## src/tnpc_pkg.sv

```systemverilog
// Shared types and constants for the triangle near-plane clipper.
// No dependencies; every other file imports this package.
`timescale 1ns / 1ps

package tnpc_pkg;

  localparam int COORD_W = 32;
  localparam int FRAC_BITS_DEF = 16;
  localparam int ADDR_W = 3;
  localparam logic [0:0] REG_NEAR_IDX = 1'b0;
  localparam logic signed [COORD_W-1:0] NEAR_RESET = 32'sd6554;
  localparam int NUM_SLOTS = 4;

  typedef enum logic [1:0] {
    CASE_ALL,
    CASE_ONE,
    CASE_TWO
  } clip_case_t;

  typedef struct packed {
    logic signed [COORD_W-1:0] x;
    logic signed [COORD_W-1:0] y;
    logic signed [COORD_W-1:0] z;
  } vtx_t;

  // Per-triangle payload that travels beside the divider and lerp stages
  typedef struct packed {
    clip_case_t                ccase;
    vtx_t                      p0;
    vtx_t                      p1;
    vtx_t                      p2;
    vtx_t                      va;
    vtx_t                      vb1;
    vtx_t                      vb2;
    logic signed [COORD_W-1:0] near;
  } tri_pl_t;

  typedef struct packed {
    logic       load;
    logic [1:0] last_idx;
  } ser_ctl_t;

endpackage

```

## src/tnpc_lerp.sv

```systemverilog
// Two-stage interpolator: a + floor((b - a) * t / 2^FRAC_BITS), saturated to 32 bits.
// Depends on tnpc_pkg.
`timescale 1ns / 1ps

module tnpc_lerp import tnpc_pkg::*; #(
  parameter int FRAC_BITS = FRAC_BITS_DEF
) (
  input  logic                      clk,
  input  logic                      en,
  input  logic signed [COORD_W-1:0] a,
  input  logic signed [COORD_W-1:0] b,
  input  logic [FRAC_BITS:0]        t,
  output logic signed [COORD_W-1:0] y
);

  localparam int PW = COORD_W + FRAC_BITS + 3;
  localparam logic signed [PW-1:0] SAT_MAX = PW'(64'sh7FFF_FFFF);
  localparam logic signed [PW-1:0] SAT_MIN = -PW'(64'sh8000_0000);

  logic signed [COORD_W:0]   d;
  logic signed [PW-1:0]      p_nxt;
  logic signed [PW-1:0]      p_r;
  logic signed [COORD_W-1:0] a_r;
  logic signed [PW-1:0]      sum;
  logic signed [COORD_W-1:0] y_nxt;
  logic signed [COORD_W-1:0] y_r;

  always_comb begin
    d     = {b[COORD_W-1], b} - {a[COORD_W-1], a};
    p_nxt = PW'(d) * $signed(PW'(t));
    // arithmetic shift floors toward minus infinity
    sum   = PW'(a_r) + (p_r >>> FRAC_BITS);
    priority if (sum > SAT_MAX) y_nxt = SAT_MAX[COORD_W-1:0];
    else if (sum < SAT_MIN)     y_nxt = SAT_MIN[COORD_W-1:0];
    else                        y_nxt = sum[COORD_W-1:0];
  end

  always_ff @(posedge clk) begin
    if (en) begin
      p_r <= p_nxt;
      a_r <= a;
      y_r <= y_nxt;
    end
  end

  assign y = y_r;

endmodule

```

## config.mk

```make
export PLATFORM = sky130hd
export DESIGN_NAME = tnpc_lerp
export DESIGN_NICKNAME = d
export VERILOG_FILES = /design/src/tnpc_pkg.sv /design/src/tnpc_lerp.sv
export SDC_FILE = /design/constraint.sdc
export NUM_CORES = 2
export LEC_CHECK = 0
export BUFFER_PORTS_ARGS = -buffer_cell sky130_fd_sc_hd__buf_4
export CAP_MARGIN = 20
export CORE_MARGIN = 2
export CORE_UTILIZATION = 65
export DETAILED_ROUTE_END_ITERATION = 7
export HOLD_SLACK_MARGIN = 0.15
export PLACE_DENSITY = 0.83
export SETUP_SLACK_MARGIN = 0.4
export SYNTH_ARGS = -nofsm -noshare
export SYNTH_HDL_FRONTEND = slang
export SYNTH_SLANG_ARGS = --single-unit
```

## constraint.sdc

```tcl
create_clock -name clk -period 8.8 [get_ports clk]
set_clock_uncertainty 0.05 [all_clocks]
set_input_delay 0 -clock clk [delete_from_list [all_inputs] [get_ports clk]]
set_output_delay 0 -clock clk [all_outputs]
set_load 0.02 [all_outputs]
```

* Yosys cells after proc, flatten, opt, wreduce, memory -nomap -nowiden
Cells that the tools add are included.
** Cells by class
- Add/subtract/negate cells :: 2
- Multiply operators :: 1
- $lt $le $gt $ge :: 2
- Multiplexer cells :: 1
** Operators with widths (number)
- multiplier 33 x 18 -> 51 bit :: 1
- adder 32 x 35 -> 36 bit :: 1
- > comparator 36 x 32 -> 1 bit (second input constant) :: 1
- < comparator 36 x 32 -> 1 bit (second input constant) :: 1
- subtractor 32 x 32 -> 33 bit :: 1
- 2-to-1 mux 32 bit :: 1
** Storage, ports and cells
- Flip-flop bits (word level) :: 115
- Bits of input ports :: 83
- Logic and storage cells :: 9

* Depth between registers and ports, before layout
- Depth after elaboration :: 3
- Gate-level depth with buffers :: 35

* Worst setup path before layout
OpenSTA, ideal clock, no wires.
- Kind :: input -> register
- From :: input b[0]
- To :: register p_r[36] (data pin)
- Library setup time :: 0.258 ns
- Arrival :: 7.643 ns
- Setup slack :: 0.850 ns
- Stages on the path :: 33
- Cell sequence :: inv_1 -> ha_1 -> inv_1 -> fa_1 -> a21o_1 -> a21oi_1 -> o21ai_0 -> a31o_2 -> a21oi_1 -> o21bai_1 -> a21oi_1 -> xnor2_1 -> clkbuf_1 -> nand2_1 -> fa_1 -> fa_1 -> fa_1 -> inv_1 -> fa_1 -> inv_1 -> fa_1 -> inv_1 -> fa_1 -> ha_1 -> nand4_1 -> a2111oi_0 -> a22o_1 -> o211ai_1 -> o31ai_1 -> a21o_1 -> a21o_1 -> a21oi_1 -> xnor2_1
** On the way
- Longest elaborated chain between the ends :: 2
** RTL lines
- start: declaration :: line tnpc_lerp.sv:11 : input logic signed [COORD_W-1:0] b,
- subtractor 32 x 32 -> 33 bit :: line tnpc_lerp.sv:29 : d = {b[COORD_W-1], b} - {a[COORD_W-1], a};
- multiplier 33 x 18 -> 51 bit :: line tnpc_lerp.sv:30 : p_nxt = PW'(d) * $signed(PW'(t));
- net p_nxt[36] :: line tnpc_lerp.sv:21 : logic signed [PW-1:0] p_nxt;
- end signal: assignment :: line tnpc_lerp.sv:40 : p_r <= p_nxt;
- end: declaration :: line tnpc_lerp.sv:22 : logic signed [PW-1:0] p_r;
The timed path passes the listed nets, and every way through them passes these cells.
A chain may end at the register's enable or synchronous reset.

* Worst setup path after layout
Ends and elaborated chain as after synthesis.

==> results.md <==
* Status: finished clean
* CP max-delay cell: fa_1
* Commonest cells post-synth: inv_1, fa_1, nand2_1
* Buffers on Ports at 114
* Number of synthesized flops with an enable pin at 99
* Synth area leaders: fa_1, edfxtp_1, inv_1
* Buf/Inv on CP at 7
* Hold Crit Endpoint: a_r[1]
* CP Max Fanout at 11
* # nets final at 3878
* Cells after Synth at 2998
* Hpwl dp at 55.8 mm
* CP startpoint kind: input port
* RSZ-0062 raised after global routing: false
* Reg clk slew, reported paths at 0.08 ns
* Most frequent CP cell: fa_1
* Die height at 206 um
* Post-synth cell types at 62
* Rows at 74
* Vias/cell at 5.91
* Fillers at 2992
* # diodes at 0
* Tightest Hold Check Type: in -> reg
* Clk sinks at 99
* Tmin final at 8.08 ns
* CTS Root Buffer Type: clkbuf_16
* Residual DRC count at 0
* Layout cells sized above 1 at 7.47%
* Die width at 206 um
* Area of the mapped netlist at 26600 sq um
* Initial Util at 65.5%
* Maximum clock rate at 0.124 GHz
* Final setup violation count at 0
* RR Startpoint: p_r[16]
* Synthesized area per cell at 8.88 sq um
* Maxcap violations at 0
* Synth warn at 0
* Max incr delay on CP at 0.56 ns
* Drt total wl at 71.6 mm
* Hold Violations, Final at 0
* Remaining global-route overflow at 0
* CP top delay family: adder cells
* Largest net degree at the start of global routing at 66
* Reg2reg end: y[14]
* HP Start: a[1]
* Worst path arrival time at 8.16 ns
* Tightest Pin Transition at 1.06 ns
* Crit share post-route at 91.8%
* Synthesis-to-layout area growth at 8.55%
* Post-synthesis sequential area ratio at 11.2%
* RePlAce Congestion at 0.957
* WHS Path Cells at 2
* Via count at 21.3k
* Worst endpoint required time at 8.87 ns
* Register bit count reported by yosys at 99
* Wire per inst at 19.8 um
* TNS Setup at 0 ns
* GRT Overall Usage at 35.5%
* TritonCTS buffer count at 9
* Post-DRT Antenna Nets at 0
* Starting DRT DRC Count at 1732
* Final Slew Violations at 0
* Initial antenna violation count at 1
* Async SR Flop Fraction at 0%
* Synthesized Nets at 3801
* Global-route wire length before repair at 116 mm
* Count leader, synth: inv_1
* Setup crit end kind: register
* Core area at 40600 sq um
* Io pins at 115
* Crit Path Class: in -> reg
* Top cell type's share of synthesized area at 40.3%
* Die area at 42600 sq um
* CTS H-Tree Depth at 3
* Number of global-route vias before repair at 22.8k
* Ys flop type: edfxtp_1
* R2R cell count at 11
* R2r setup slk at 4.47 ns
* CTS tree: done
* Pre-antenna DRT Iters at 8
* Synth area leader: fa_1
* Clk buf depth at 2
* Worst-Skew Late Latency at 0.37 ns
* Worst slew margin at 29.3%
## cells by family after synthesis
| family | count (synthesis) | synth area share [%] |
|---|---|---|
| AND/OR/NAND/NOR | 891 | 16.3 |
| buffers and inverters | 838 | 11.9 |
| flip-flops | 99 | 11.2 |
| XOR/XNOR | 92 | 3.03 |
| adder cells (fa/ha/maj) | 720 | 48.9 |
| AO/OA/AOI/OAI | 358 | 8.67 |
## registers in the layout, indices dropped and copies added, names as in the netlist
register and flops:
p_r 35, y 32, a_r 32
## timing repair
item                       CTS  global route
hold buffers                33             0
resized for setup            0            39
hold endpoints to repair    73             0
setup endpoints to repair    0            27
setup buffers                0             3
## through the flow
stage	utilization [%]	cell area, sq um	worst slack [ns]	instances	hold slack, ns
after floorplan	-	26600	0.850	2998	0.0489
after global placement	69.0	28100	0.152	3559	0.140
after detailed placement	69.0	28100	0.0135	3560	0.139
after CTS	70.6	28700	0.414	3609	0.289
after global routing	71.1	28900	0.303	3612	0.323
final	71.1	28900	0.718	3612	0.306
## worst max-delay path by stage
stage                     start  endpoint  slack (ns)  cells after the start
after global placement     a[1]   p_r[48]        0.15                     31
after global routing      a[18]   p_r[46]        0.30                     32
after floorplan            b[0]   p_r[36]        0.85                     33
final                      b[0]   p_r[36]        0.72                     34
after detailed placement   b[0]   p_r[36]        0.01                     34
after CTS                  b[0]   p_r[36]        0.41                     34
## metal layers
metal	wire, um	track usage (%)	up-vias
li1	-	-	9347
met1	27600	48.3	10500
met2	33200	56.9	1271
met3	8510	7.63	206
met4	2340	11.8	2
met5	13	0	-
## layout by cell type (no fill, tap or decap), types with 7 or more instances in the layout
cell           count
a211oi_1           8
a21o_1            47
a21oi_1          110
a311oi_1          16
a31oi_1            9
and2_1           203
and3_1            24
and3b_1            7
buf_4            170
clkbuf_16          9
dlygate4sd3_1     33
edfxtp_1          99
fa_1             535
ha_1             183
inv_1            697
nand2_1          398
nand2b_1           7
nand3_1           76
nand4_1           12
nand4b_1           8
nor2_1            70
nor2b_1           29
nor3_1            25
nor3b_1            8
o211ai_1          13
o21a_1            19
o21ai_0           60
o21ai_1            7
o21bai_1           9
xnor2_1           49
xnor2_2            7
xor2_1            33
## final cells by class
type                       instances  area, sq um  area share (%)
inverter                         697         2620            9.05
sequential                        99         2970            10.3
tap                              532          666            2.30
timing repair buffer             207         1660            5.76
clock inverter                     7         92.6           0.320
clock buffer                       9          225           0.779
multi-input combinational       2061        20700            71.5
Power is not shown: default switching activity piles up to over one toggle a cycle in this logic, so the estimate is an artifact.
