[src/tnpc_pkg.sv]
// Shared types and constants for the triangle near-plane clipper.
// No dependencies; every other file imports this package.
`timescale 1ns / 1ps

package tnpc_pkg;

  localparam int COORD_W = 32;
  localparam int FRAC_BITS_DEF = 16;
  localparam int ADDR_W = 3;
  localparam logic [0:0] REG_NEAR_IDX = 1'b0;
  localparam logic signed [COORD_W-1:0] NEAR_RESET = 32'sd6554;
  localparam int NUM_SLOTS = 4;

  typedef enum logic [1:0] {
    CASE_ALL,
    CASE_ONE,
    CASE_TWO
  } clip_case_t;

  typedef struct packed {
    logic signed [COORD_W-1:0] x;
    logic signed [COORD_W-1:0] y;
    logic signed [COORD_W-1:0] z;
  } vtx_t;

  // Per-triangle payload that travels beside the divider and lerp stages
  typedef struct packed {
    clip_case_t                ccase;
    vtx_t                      p0;
    vtx_t                      p1;
    vtx_t                      p2;
    vtx_t                      va;
    vtx_t                      vb1;
    vtx_t                      vb2;
    logic signed [COORD_W-1:0] near;
  } tri_pl_t;

  typedef struct packed {
    logic       load;
    logic [1:0] last_idx;
  } ser_ctl_t;

endpackage

[src/tnpc_div_lane.sv]
// Pipelined restoring divider: t = floor(un * 2^FRAC_BITS / ud), one bit per stage.
// Depends on tnpc_pkg. Stages advance only while en is high; t = 0 when ud is zero.
`timescale 1ns / 1ps

module tnpc_div_lane import tnpc_pkg::*; #(
  parameter int FRAC_BITS = FRAC_BITS_DEF
) (
  input  logic                 clk,
  input  logic                 en,
  input  logic [COORD_W:0]     un,
  input  logic [COORD_W:0]     ud,
  output logic [FRAC_BITS:0]   t
);

  localparam int DEPTH = FRAC_BITS + 1;
  localparam int RW = COORD_W + 2;

  logic [RW-1:0]      rem_r [DEPTH];
  logic [COORD_W:0]   ud_r  [DEPTH];
  logic [FRAC_BITS:0] q_r   [DEPTH];

  genvar k;
  generate
    for (k = 0; k < DEPTH; k++) begin : g_stage
      logic [RW-1:0]      r_in;
      logic [COORD_W:0]   d_in;
      logic [FRAC_BITS:0] q_in;
      logic               ge;
      if (k == 0) begin : g_first
        // numerator never exceeds the divisor, so the top bit needs no shift
        assign r_in = {1'b0, un};
        assign d_in = ud;
        assign q_in = '0;
      end else begin : g_next
        assign r_in = {rem_r[k-1][RW-2:0], 1'b0};
        assign d_in = ud_r[k-1];
        assign q_in = q_r[k-1];
      end
      assign ge = r_in >= {1'b0, d_in};
      always_ff @(posedge clk) begin
        if (en) begin
          rem_r[k] <= ge ? (r_in - {1'b0, d_in}) : r_in;
          ud_r[k]  <= d_in;
          q_r[k]   <= {q_in[FRAC_BITS-1:0], ge};
        end
      end
    end
  endgenerate

  assign t = (ud_r[DEPTH-1] == '0) ? '0 : q_r[DEPTH-1];

endmodule

[config.mk]
export PLATFORM = sky130hd
export DESIGN_NAME = tnpc_div_lane
export DESIGN_NICKNAME = d
export VERILOG_FILES = /design/src/tnpc_pkg.sv /design/src/tnpc_div_lane.sv
export SDC_FILE = /design/constraint.sdc
export NUM_CORES = 2
export LEC_CHECK = 0
export ABC_AREA = 1
export BUFFER_PORTS_ARGS = -buffer_cell sky130_fd_sc_hd__buf_4
export CELL_PAD_IN_SITES_DETAIL_PLACEMENT = 0
export CELL_PAD_IN_SITES_GLOBAL_PLACEMENT = 1
export CORE_MARGIN = 2
export CORE_UTILIZATION = 43
export DETAILED_ROUTE_END_ITERATION = 10
export PLACE_DENSITY = 0.87
export SETUP_SLACK_MARGIN = 0.4
export SYNTH_ARGS = -nofsm -noshare
export SYNTH_HDL_FRONTEND = slang
export SYNTH_SLANG_ARGS = --single-unit
[constraint.sdc]
create_clock -name clk -period 2.2 [get_ports clk]
set_input_delay 0.44 -clock clk [delete_from_list [all_inputs] [get_ports clk]]
set_output_delay 0.44 -clock clk [all_outputs]
set_load 0.005 [all_outputs]
Yosys cells after proc, flatten, opt, wreduce, memory -nomap -nowiden

Memories as Yosys holds them, arrays and structs flattened.
Cells that the tools add are included.

Add/sub/neg operators: 17
Magnitude comparators: 17
Muxes and demuxes: 20
Reductions and logical operators: 1

Operator list:

| operator                       | number |
|---|---|
| 2-to-1 mux 34 bit              | 17 |
| >= comparator 34 x 33 -> 1 bit | 16 |
| subtractor 34 x 33 -> 34 bit   | 16 |
| subtractor 33 x 33 -> 34 bit   | 1 |
| >= comparator 33 bit           | 1 |
| logical NOT 33 bit             | 1 |
| 2-to-1 mux 17 bit              | 1 |
| 2-to-1 mux 1 bit               | 2 |

Register bits: 0
Memory bits (writable): 1428
Input port bits: 68
Output and inout port bits: 17
Logic and storage cells: 58
Memories kept: 3

Memories:

| memory | depth | width | rd ports | clocked after Yosys merged registers in | write ports | RTL line            | RTL |
|---|---|---|---|---|---|---|---|
| rem_r  | 17    | 34    | 16       | 0                                       | 17          | tnpc_div_lane.sv:18 | `logic [RW-1:0] rem_r [DEPTH];` |
| ud_r   | 17    | 33    | 17       | 0                                       | 17          | tnpc_div_lane.sv:19 | `logic [COORD_W:0] ud_r [DEPTH];` |
| q_r    | 17    | 17    | 17       | 0                                       | 17          | tnpc_div_lane.sv:20 | `logic [FRAC_BITS:0] q_r [DEPTH];` |

Logic depth before layout (Yosys ltp)

An unclocked memory read counts as a cell.

Word-level depth: 3
Gate-level depth with buffers: 17
Mapped depth without buffers: 16

Least setup slack after synthesis

Ideal clock, no wire load.

Path kind: input to register
Start: input un[0]
End: memory rem_r[0][25] (netlist name), data pin
Setup time: 0.252 ns
Arrival: 1.987 ns
Data required time: 1.948 ns
Slack: -0.040 ns
Stages: 17
Path buffers: 1
Path through: inv_1 > ha_1 > inv_1 > fa_1 > nand2_1 > nand2_1 > nand3_2 > nand2_2 > nand2_1 > nand2_2 > nand2_2 > nand2_2 > nand2_4 > nand2_4 > buf_6 > nand2_1 > nand2_1

RTL lines:

| element         | RTL line            | RTL |
|---|---|---|
| start, declared | tnpc_div_lane.sv:10 | `input logic [COORD_W:0] un,` |
| end, declared   | tnpc_div_lane.sv:18 |  |

==> run metrics <==
H-tree depth 4; first-pass GRT wire length 531,000 um; CTS Buf Count 148; Crit Path Class flip-flop to primary output; final setup TNS -90,550 ps; final slew viol count 0; vias in the first global route 92,100; final worst slack -870 ps; Tcrit/Tclk final 140%; post-layout util 66.7%; critical path launch point type flip-flop; RSZ-0062 raised after global routing yes; Clock Latency Late Sink 810 ps; pwr dens 1370 nW/um^2; cell row count 167; DRT antenna net count 0; CP startpoint ud_r[2][6]$_DFFE_PP_; worst min path class input pin to flip-flop; #FFs+latches synth 1,242; Rel. slew slack 61.1%; CTS tree done; origin of the critical flop-to-flop path rem_r[0][86]$_DFFE_PP_; clk buf depth 3; die area 213,000 um^2; dpl cells 18,000; Netlist cell types 38; crit path DAT 2630 ps; core area 207,000 um^2; largest net degree at the start of global routing 88; routed wire length 361,000 um; FFs w/ async S/R, synth 0%; root buffer cell clkbuf_16; crit-path max FO 8; Slew @ Worst Pin 583 ps; Hold Crit Start un[16]; Synth top cells by count nand2_1 (5,204), inv_1 (2,768), edfxtp_1 (1,242); Required @ worst endpoint 1760 ps; Reg2Reg Depth 16; synthesized area 89,900 um^2; grt met3 use 3.88%; fin cells 19,000; port bufs 84; final setup violation count 518; IO Pins 85; FF-to-FF End rem_r[0][133]$_DFFE_PP_; worst slack at placement -642 ps; fin crit period 3070 ps; predominant post-synthesis flop cell edfxtp_1; crit path to t[11]; CP endpoint kind primary output; met2 Usage GRT 56.0%; WHS 54.9 ps; final hold vios 0; leakage 72.0 nW; post-detail-place hpwl 276,000 um; top-area cell type share of the netlist area 41.5%; Vias/cell 4.94; Max Fclk 326 MHz; antenna violations before repair 7; register area share after synthesis 41.5%; most used routing layer met2; syn_nets 13,300; ranking of synthesized cells by area edfxtp_1 (41%), nand2_1 (22%), inv_1 (12%), ha_1 (7.8%), nand3_1 (4.4%); gr usage total 32.7%; post-route clock skew 31.9 ps; GPL Wtd Cong 1.03; cells after synthesis 12,600; DRC viols 0; met1 Usage GRT 40.4%; nets 16,700; Die X 461 um; top-count cell post-synth nand2_1; Warnings, synthesis 0; drt first pass iters 6; Peak VDD IR 0.00118 V; failing checks setup timing; Die Ht 461 um; ratio of cells with drive above 1 in the final layout 36.0%; Initial Util 43.4%; area leader, netlist edfxtp_1; setup slack, reg-to-reg -300 ps; DR vias 93,800; Post-synth EDFFs 1,242; Layout area overhead 53.8%; Fill cells 17,100; Avg Inst Size Synth 7.13 um^2; GR Overflow Total 0; DRT iter0 DRCs 7,642; Routed WL per cell 19.0 um; clk sink count 1,242; status finished with violations; Clock Pin Slew Worst Setup and Hold Paths 60 ps; max_cap viols 0
## kinds of logic after synthesis
group / after synthesis / synth area share [%]
AO/OA/AOI/OAI: 388 / 2.27
XOR/XNOR: 233 / 2.27
AND/OR/NAND/NOR: 7270 / 33.1
buffers and inverters: 2904 / 12.7
adder cells (fa/ha/maj): 576 / 8.15
flip-flops: 1242 / 41.5
## metal layers
metal  vias to the layer above  wire, um  part of all wire, %
li1                      45900         -                    -
met1                     44000    146000                   40
met2                      3050    173000                   48
met3                       888     19700                  5.5
met4                         4     22100                  6.1
met5                         -        33               0.0091
## worst min-delay path by stage
stage,to,cells after the start,slack (ps)
floorplan,q_r[0][103]$_DFFE_PP_,0,400
global placement,q_r[1][60]$_DFFE_PP_,0,400
detailed placement,q_r[0][104]$_DFFE_PP_,0,400
CTS,rem_r[0][10]$_DFFE_PP_,4,10
global route,rem_r[0][16]$_DFFE_PP_,4,40
finish,rem_r[0][16]$_DFFE_PP_,4,50
## what timing repair did
item | CTS | global route
setup buffers | 352 | 246
pin swaps | 540 | 358
hold endpoints to repair | 59 | 0
endpoints found under the setup margin | 528 | 561
cloned | 61 | 13
gates resized for setup | 1582 | 864
hold buffers | 45 | 0
## stage by stage
step / cell area [um^2] / total power, mW
final: 138000 / 190
after global routing: 138000 / 202
after CTS: 133000 / 179
after detailed placement: 117000 / 137
after global placement: 117000 / 135
after floorplan: 92900 / 91.4
## area by class of cell
cell class                 instances  area [um^2]  area share [%]
tap                             2788         3490            2.52
clock buffer                     165         3790            2.74
inverter                        2775        10500            7.60
timing repair inverter             6          105          0.0760
timing repair buffer            3441        29300            21.2
multi-input combinational       8469        52800            38.2
antenna                            2         5.00         0.00362
clock inverter                   105         1030           0.745
sequential                      1242        37300            27.0
## registers in the layout (all words and copies together) (netlist names)
signal  cells
ud_r      561
rem_r     528
q_r       153
## cell usage in the layout (no fill, tap or decap), drive strengths merged, types with 92 or more instances in the layout
| master | count |
|---|---|
| inv | 2802 |
| nand2 | 5253 |
| a21oi | 335 |
| nor2 | 753 |
| edfxtp | 1242 |
| clkbuf | 174 |
| ha | 560 |
| nand3 | 807 |
| nor3 | 121 |
| xor2 | 224 |
| buf | 3382 |
| and2 | 113 |
| nand4 | 92 |
## worst max-delay path, stage by stage (launching register included)
cell	delay (ps)
edfxtp_1	370
nor4_2	290
buf_4	150
nand4_1	140
buf_6	180
nor3_4	170
buf_12	190
buf_4	140
nor2_4	40
buf_4	130
## where the power goes
part	total (mW)	internal, mW	switching (mW)
logic	124	57.4	66.7
registers	41.0	35.0	6.05
clock network	24.9	13.9	10.9
total	190	106	83.6
(Power assumes the default switching activity.)
