`config.mk`:
```
export PLATFORM = sky130hd
export DESIGN_NAME = tnpc_serializer_flat
export DESIGN_NICKNAME = d
export VERILOG_FILES = /design/src/tnpc_pkg.sv /design/src/tnpc_if.sv /design/src/tnpc_serializer.sv /design/src/flat_wrapper.sv
export SDC_FILE = /design/constraint.sdc
export NUM_CORES = 1
export LEC_CHECK = 0
export ABC_AREA = 1
export BUFFER_PORTS_ARGS = -buffer_cell sky130_fd_sc_hd__buf_4
export CORE_MARGIN = 2
export CORE_UTILIZATION = 30
export DETAILED_ROUTE_END_ITERATION = 7
export GPL_TIMING_DRIVEN = 0
export HOLD_SLACK_MARGIN = 0.1
export SLEW_MARGIN = 30
export SYNTH_ARGS = -nofsm -noshare
export SYNTH_HDL_FRONTEND = slang
export SYNTH_SLANG_ARGS = --single-unit
```
`constraint.sdc`:
```
create_clock -name clk -period 2.6 [get_ports clk]
set_input_delay 0.39 -clock clk [delete_from_list [all_inputs] [get_ports clk]]
set_output_delay 0.39 -clock clk [all_outputs]
set_load 0.01 [all_outputs]
```
`src/tnpc_pkg.sv`:
```
// Shared types and constants for the triangle near-plane clipper.
// No dependencies; every other file imports this package.
`timescale 1ns / 1ps

package tnpc_pkg;

  localparam int COORD_W = 32;
  localparam int FRAC_BITS_DEF = 16;
  localparam int ADDR_W = 3;
  localparam logic [0:0] REG_NEAR_IDX = 1'b0;
  localparam logic signed [COORD_W-1:0] NEAR_RESET = 32'sd6554;
  localparam int NUM_SLOTS = 4;

  typedef enum logic [1:0] {
    CASE_ALL,
    CASE_ONE,
    CASE_TWO
  } clip_case_t;

  typedef struct packed {
    logic signed [COORD_W-1:0] x;
    logic signed [COORD_W-1:0] y;
    logic signed [COORD_W-1:0] z;
  } vtx_t;

  // Per-triangle payload that travels beside the divider and lerp stages
  typedef struct packed {
    clip_case_t                ccase;
    vtx_t                      p0;
    vtx_t                      p1;
    vtx_t                      p2;
    vtx_t                      va;
    vtx_t                      vb1;
    vtx_t                      vb2;
    logic signed [COORD_W-1:0] near;
  } tri_pl_t;

  typedef struct packed {
    logic       load;
    logic [1:0] last_idx;
  } ser_ctl_t;

endpackage

```
`src/tnpc_if.sv`:
```


interface tnpc_vtx_if import tnpc_pkg::*; ();
  logic                      valid;
  logic                      ready;
  logic signed [COORD_W-1:0] out_x, out_y, out_z;
  logic                      last_vertex;

  modport source (output valid, out_x, out_y, out_z, last_vertex, input ready);
  modport sink (input valid, out_x, out_y, out_z, last_vertex, output ready);
endinterface

```
`src/tnpc_serializer.sv`:
```
// Output stage: holds one clipped polygon and sends it one vertex per transaction.
// Depends on tnpc_pkg and tnpc_vtx_if.
`timescale 1ns / 1ps

module tnpc_serializer import tnpc_pkg::*; (
  input  logic                     clk,
  input  logic                     rst_n,
  input  ser_ctl_t                 ctl,
  input  vtx_t [NUM_SLOTS-1:0]     slots,
  output logic                     can_load,
  tnpc_vtx_if.source               out_if
);

  logic                 busy_r;
  logic [1:0]           idx_r;
  logic [1:0]           lidx_r;
  vtx_t [NUM_SLOTS-1:0] slot_r;
  logic                 fin;

  assign fin      = busy_r && out_if.ready && (idx_r == lidx_r);
  assign can_load = !busy_r || fin;

  always_ff @(posedge clk) begin
    if (!rst_n) begin
      busy_r <= 1'b0;
      idx_r  <= '0;
      lidx_r <= '0;
    end else if (ctl.load) begin
      busy_r <= 1'b1;
      idx_r  <= '0;
      lidx_r <= ctl.last_idx;
    end else if (fin) begin
      busy_r <= 1'b0;
    end else if (busy_r && out_if.ready) begin
      idx_r <= idx_r + 2'd1;
    end
  end

  always_ff @(posedge clk) begin
    if (ctl.load) slot_r <= slots;
  end

  assign out_if.valid       = busy_r;
  assign out_if.out_x       = slot_r[idx_r].x;
  assign out_if.out_y       = slot_r[idx_r].y;
  assign out_if.out_z       = slot_r[idx_r].z;
  assign out_if.last_vertex = (idx_r == lidx_r);

endmodule

```
`src/flat_wrapper.sv`:
```
// flat-port wrapper written by rule: the top's interface ports become plain ports
module tnpc_serializer_flat import tnpc_pkg::*;
  (clk, rst_n, ctl, slots, can_load, out_if_valid, out_if_out_x, out_if_out_y, out_if_out_z, out_if_last_vertex, out_if_ready);
  tnpc_vtx_if out_if_i ();
  input  logic clk;
  input  logic rst_n;
  input  ser_ctl_t ctl;
  input  vtx_t [NUM_SLOTS-1:0] slots;
  output logic can_load;
  output wire logic [$bits(out_if_i.valid)-1:0] out_if_valid;
  output wire logic [$bits(out_if_i.out_x)-1:0] out_if_out_x;
  output wire logic [$bits(out_if_i.out_y)-1:0] out_if_out_y;
  output wire logic [$bits(out_if_i.out_z)-1:0] out_if_out_z;
  output wire logic [$bits(out_if_i.last_vertex)-1:0] out_if_last_vertex;
  input wire logic [$bits(out_if_i.ready)-1:0] out_if_ready;
  assign out_if_valid = out_if_i.valid;
  assign out_if_out_x = out_if_i.out_x;
  assign out_if_out_y = out_if_i.out_y;
  assign out_if_out_z = out_if_i.out_z;
  assign out_if_last_vertex = out_if_i.last_vertex;
  assign out_if_i.ready = out_if_ready;
  tnpc_serializer u_core (.clk(clk), .rst_n(rst_n), .ctl(ctl), .slots(slots), .can_load(can_load), .out_if(out_if_i));
endmodule
```
* Yosys cells after proc, flatten, opt, wreduce, memory -nomap -nowiden
Index checks and enable logic that the tools add are counted.
Word-level totals: bits of input ports 390, logic and storage cells 31, bits in registers 389
Operators by class: equality and inequality tests 1, $lt $le $gt $ge 1, muxes and demuxes 4, reduce and logical (&&, ||, !) cells 7, add/sub/neg operators 1, bitwise gates (word level) 2
Operators by type and width (number):
- $bmux W96 S2 | 1
- $mux W96 | 1
- $lt A2 B3 Y1 const B | 1
- $add A2 B1 Y2 const B | 1
- $eq A2 B2 Y1 | 1
- $logic_and A1 B1 Y1 | 2
- $mux W1 | 2
- $not A1 Y1 | 2
- $reduce_and A2 Y1 | 1
- $reduce_bool A2 Y1 | 1
- $reduce_or A2 Y1 | 1
- $logic_not A1 Y1 | 1
- $logic_or A1 B1 Y1 | 1

* Logic depth before layout (Yosys ltp)
word-level depth 4, gate-level depth with buffers 8, depth with buffers taken out 7

* Least setup slack after synthesis
Ideal clock, no wire load.
path kind register -> output, start reg u_core.idx_r[1], end out out_if_out_x[0], stages on the path, launching flop included 6, slack 1.086 ns, required time 2.210 ns, data arrival time 1.124 ns, buffers on the path 3, path through dfxtp_1 > buf_4 > buf_4 > clkbuf_1 > o21ai_0 > o22ai_1
Between the ends: longest elaborated chain between the ends 2
RTL lines:
- from (decl) | RTL line tnpc_serializer.sv:15 | logic [1:0] idx_r;
- from (signal assigned) | RTL line tnpc_serializer.sv:35 | idx_r <= idx_r + 2'd1;
- $bmux W96 S2 | RTL line tnpc_serializer.sv:44 | assign out_if.out_x = slot_r[idx_r].x;
- $mux W96 (not written as such) | RTL line tnpc_serializer.sv:44
- to (decl) | RTL line flat_wrapper.sv:11 | output wire logic [$bits(out_if_i.out_x)-1:0] out_if_out_x;
Every way passes these cells. The select of a mux whose other input is x is not followed.

* Worst setup path in the final report
start reg u_core.idx_r[0], end out out_if_out_z[16]
Between the ends: longest elaborated chain between the ends 2
RTL lines:
- $bmux W96 S2 | RTL line tnpc_serializer.sv:46 | assign out_if.out_z = slot_r[idx_r].z;
- $mux W96
- to (decl) | RTL line flat_wrapper.sv:13 | output wire logic [$bits(out_if_i.out_z)-1:0] out_if_out_z;
Every way passes these cells. The select of a mux whose other input is x is not followed.

==> results.cfg <==
[status]
status = finished, final reports clean

[finish]
final_area_um2 = 24300
final_common_cell = buf_4
drive_gt1_share_pct = 32.0
nFillCells = 3962
layout_common_cells = 499 x buf_4, 386 x dlygate4sd3_1, 384 x edfxtp_1
nets = 2280
area_growth_pct = 68.1

[yosys]
ys_warn_count = 0
synth_top_area_cell = edfxtp_1
avgSynthCellArea_um2 = 15.0
synth_top_area_share_pct = 79.7
synthCells = 965
ys_seq_area_share_pct = 80.4
synth_cell_types = 19
syn-cell-area_um2 = 14500
synth_seq_cells = 389
synth_fp_nets = 1355
synth.area.top_cells = edfxtp_1 80%, nor2_1 5.0%, o21ai_0 4.2%

[sta]
skew_ns = 0.00446
tns_ns = 0
whs_ns = 0.146
finalHoldViolCount = 0
min_period_ns = 2.51
setup_viol = 0
rsz0062_at_grt = true
fmax_mhz = 398
finalMaxSlewViolations = 0
fin_crit_sh_pct = 96.6
timing.slew.headroom_pct = 64.9
worstMarginPinSlew_ns = 0.527

[pwr]
p_seq_share_pct = 50.7
internal_power_w = 0.0116
combPwrFrac_pct = 11.3
power_density_nw_per_um2 = 615
p_sw_share_pct = 22.1
p_clk_share_pct = 38.0
p_total_w = 0.0150
ir_drop_uv = 579
p_leak_nw = 9.67
p_switching_w = 0.00330

[place]
place_congestion = 0.806
detailed_place_hpwl_um = 31100
port_buffers = 488
placed_cell_area_um2 = 19000

[global_route]
grt_max_degree = 93
antenna_found_initial = 9
grt_overflow_total = 0
gr-usage-all-layers_pct = 19.6
grt_pass1_vias = 13000
grt_pass1_wl_um = 74200

[routing]
wl_um = 50500
dr.pass1.iters = 5
drtIter0Drc = 780
antenna_left = 0
viasPerCell = 4.70
drc = 0
avgRoutedWirePerCell_um = 19.8
via_count = 12000

[clocking]
path_clk_slew_ns = 0.06
htree_levels = 2
cts_tree = built
cts_root_buf = clkbuf_16
cts_buffers = 45
clkLatencyLatePin_ns = 0.55
cts.sinks = 389
clk_path_buf_depth = 3

[setup_path]
crit_arrival_ns = 2.12
crit_type = reg2out
critPathLaunchType = register
reg2reg_to = u_core.idx_r[1]
path_max_fanout = 10
reg2reg_from = u_core.idx_r[0]
ff2ff_path_depth = 8
critPathRequiredTime_ns = 2.21
ff2ff_setup_slack_ns = 1.22
slowest_delay_ns = 0.41
path_cells = buf_12 -> inv_4 -> buf_6 -> buf_6 -> nor2_1 -> o22ai_1 -> buf_4
critPathSlowestCell = dfxtp_4
cp_common_cell = buf_6
worstSetupEndpointType = output port

[worst_hold_path]
min_from = ctl[1]
hold_path_depth = 3
min-delay-path-class = in2reg
min_to = u_core.lidx_r[1]

[die]
ioPinCount = 489
die_h_um = 224
core_area_um2 = 47600
dieArea_um2 = 50000
num_rows = 80
start_util_pct = 30.3
die-width_um = 224

[job]
cap_violations = 0
[flip-flops by register name, summed over array words and instances, names as in the netlist]
register	count
u_core.idx_r	2
u_core.lidx_r	2
u_core.out_if.valid	1
u_core.slot_r	384
[synthesized netlist by cell type]
library cell	number
clkbuf_1	21
clkbuf_2	3
xor2_1	1
a21oi_1	5
edfxtp_1	384
o21ai_1	73
buf_4	11
o22ai_1	96
inv_1	7
buf_6	14
dfxtp_1	5
nand3_1	3
nor2_1	193
buf_2	13
buf_1	1
inv_4	1
o21ai_0	121
inv_2	1
nand2_1	12
[power groups by stage]
stage / Combinational [W] / Sequential [W] / Clock [W]
final: 0.00169 / 0.00758 / 0.00568
after global routing: 0.00179 / 0.00762 / 0.00605
after CTS: 0.00167 / 0.00758 / 0.00581
after detailed placement: 0.00116 / 0.00770 / 0
after global placement: 0.00112 / 0.00773 / 0
after floorplan: 0.000269 / 0.00766 / 0
[kinds of logic (layout without fill, tap and decap cells)]
group | count (synthesis) | after routing | synth area share (%)
flip-flops | 389 | 389 | 80.4
AO/OA/AOI/OAI | 295 | 295 | 11.0
AND/OR/NAND/NOR | 208 | 208 | 5.43
buffers and inverters | 72 | 1029 | 3.04
XOR/XNOR | 1 | 1 | 0.0606
other | 0 | 8 | 0
[final cells by class]
type	instances	area (µm²)	area share, %
antenna	8	20.0	0.0823
buffer	63	489	2.01
clock buffer	55	1160	4.79
clock inverter	24	129	0.530
inverter	9	38.8	0.160
multi-input combinational	504	2420	9.96
sequential	389	11600	47.9
tap	615	769	3.17
timing repair buffer	878	7640	31.4
[stage by stage]
step / instances / worst slack [ns] / util (%)
floorplan: 965 / 1.09 / -
global placement: 2068 / -2.39 / 39.7
detailed placement: 2072 / 0.0901 / 39.9
CTS: 2537 / 0.00317 / 50.9
global route: 2543 / -0.00990 / 51.0
finish: 2545 / 0.0873 / 51.0
[layer usage]
| layer | global-route usage (%) | up-vias | share of wire [%] |
|---|---|---|---|
| li1 | - | 5527 | - |
| met1 | 22.6 | 5817 | 39 |
| met3 | 4.43 | 103 | 6.5 |
| met4 | 8.32 | 4 | 3.4 |
| met5 | 0 | - | 0.046 |
| met2 | 34.9 | 519 | 51 |
[worst max-delay path, delay by kind of cell, from the launching register on]
family	cells	cell delay, ns
buffers and inverters	5	0.83
DFF	1	0.41
AOI/OAI and AO/OA	1	0.28
and+or+nand+nor	1	0.05
[worst max-delay path by stage]
stage	startpoint	to	slack, ns
2_1_floorplan	u_core.idx_r[1]	out_if_out_x[0]	1.09
3_3_place_gp	ctl[2]	u_core.lidx_r[0]	-2.39
3_5_place_dp	u_core.idx_r[0]	out_if_out_z[0]	0.09
4_1_cts	u_core.idx_r[1]	out_if_out_x[19]	0.003
5_1_grt	u_core.idx_r[0]	out_if_out_x[15]	-0.01
6_report	u_core.idx_r[0]	out_if_out_z[16]	0.09
[timing repair]
action | in CTS | in global routing
endpoints found under the setup margin | 97 | 37
hold buffers | 386 | 0
pin swaps | 0 | 0
resized for setup | 29 | 28
buffers inserted | 0 | 0
hold endpoints to repair | 387 | 0
cloned | 0 | 0
No activity file was read; power rests on OpenSTA's default activity.
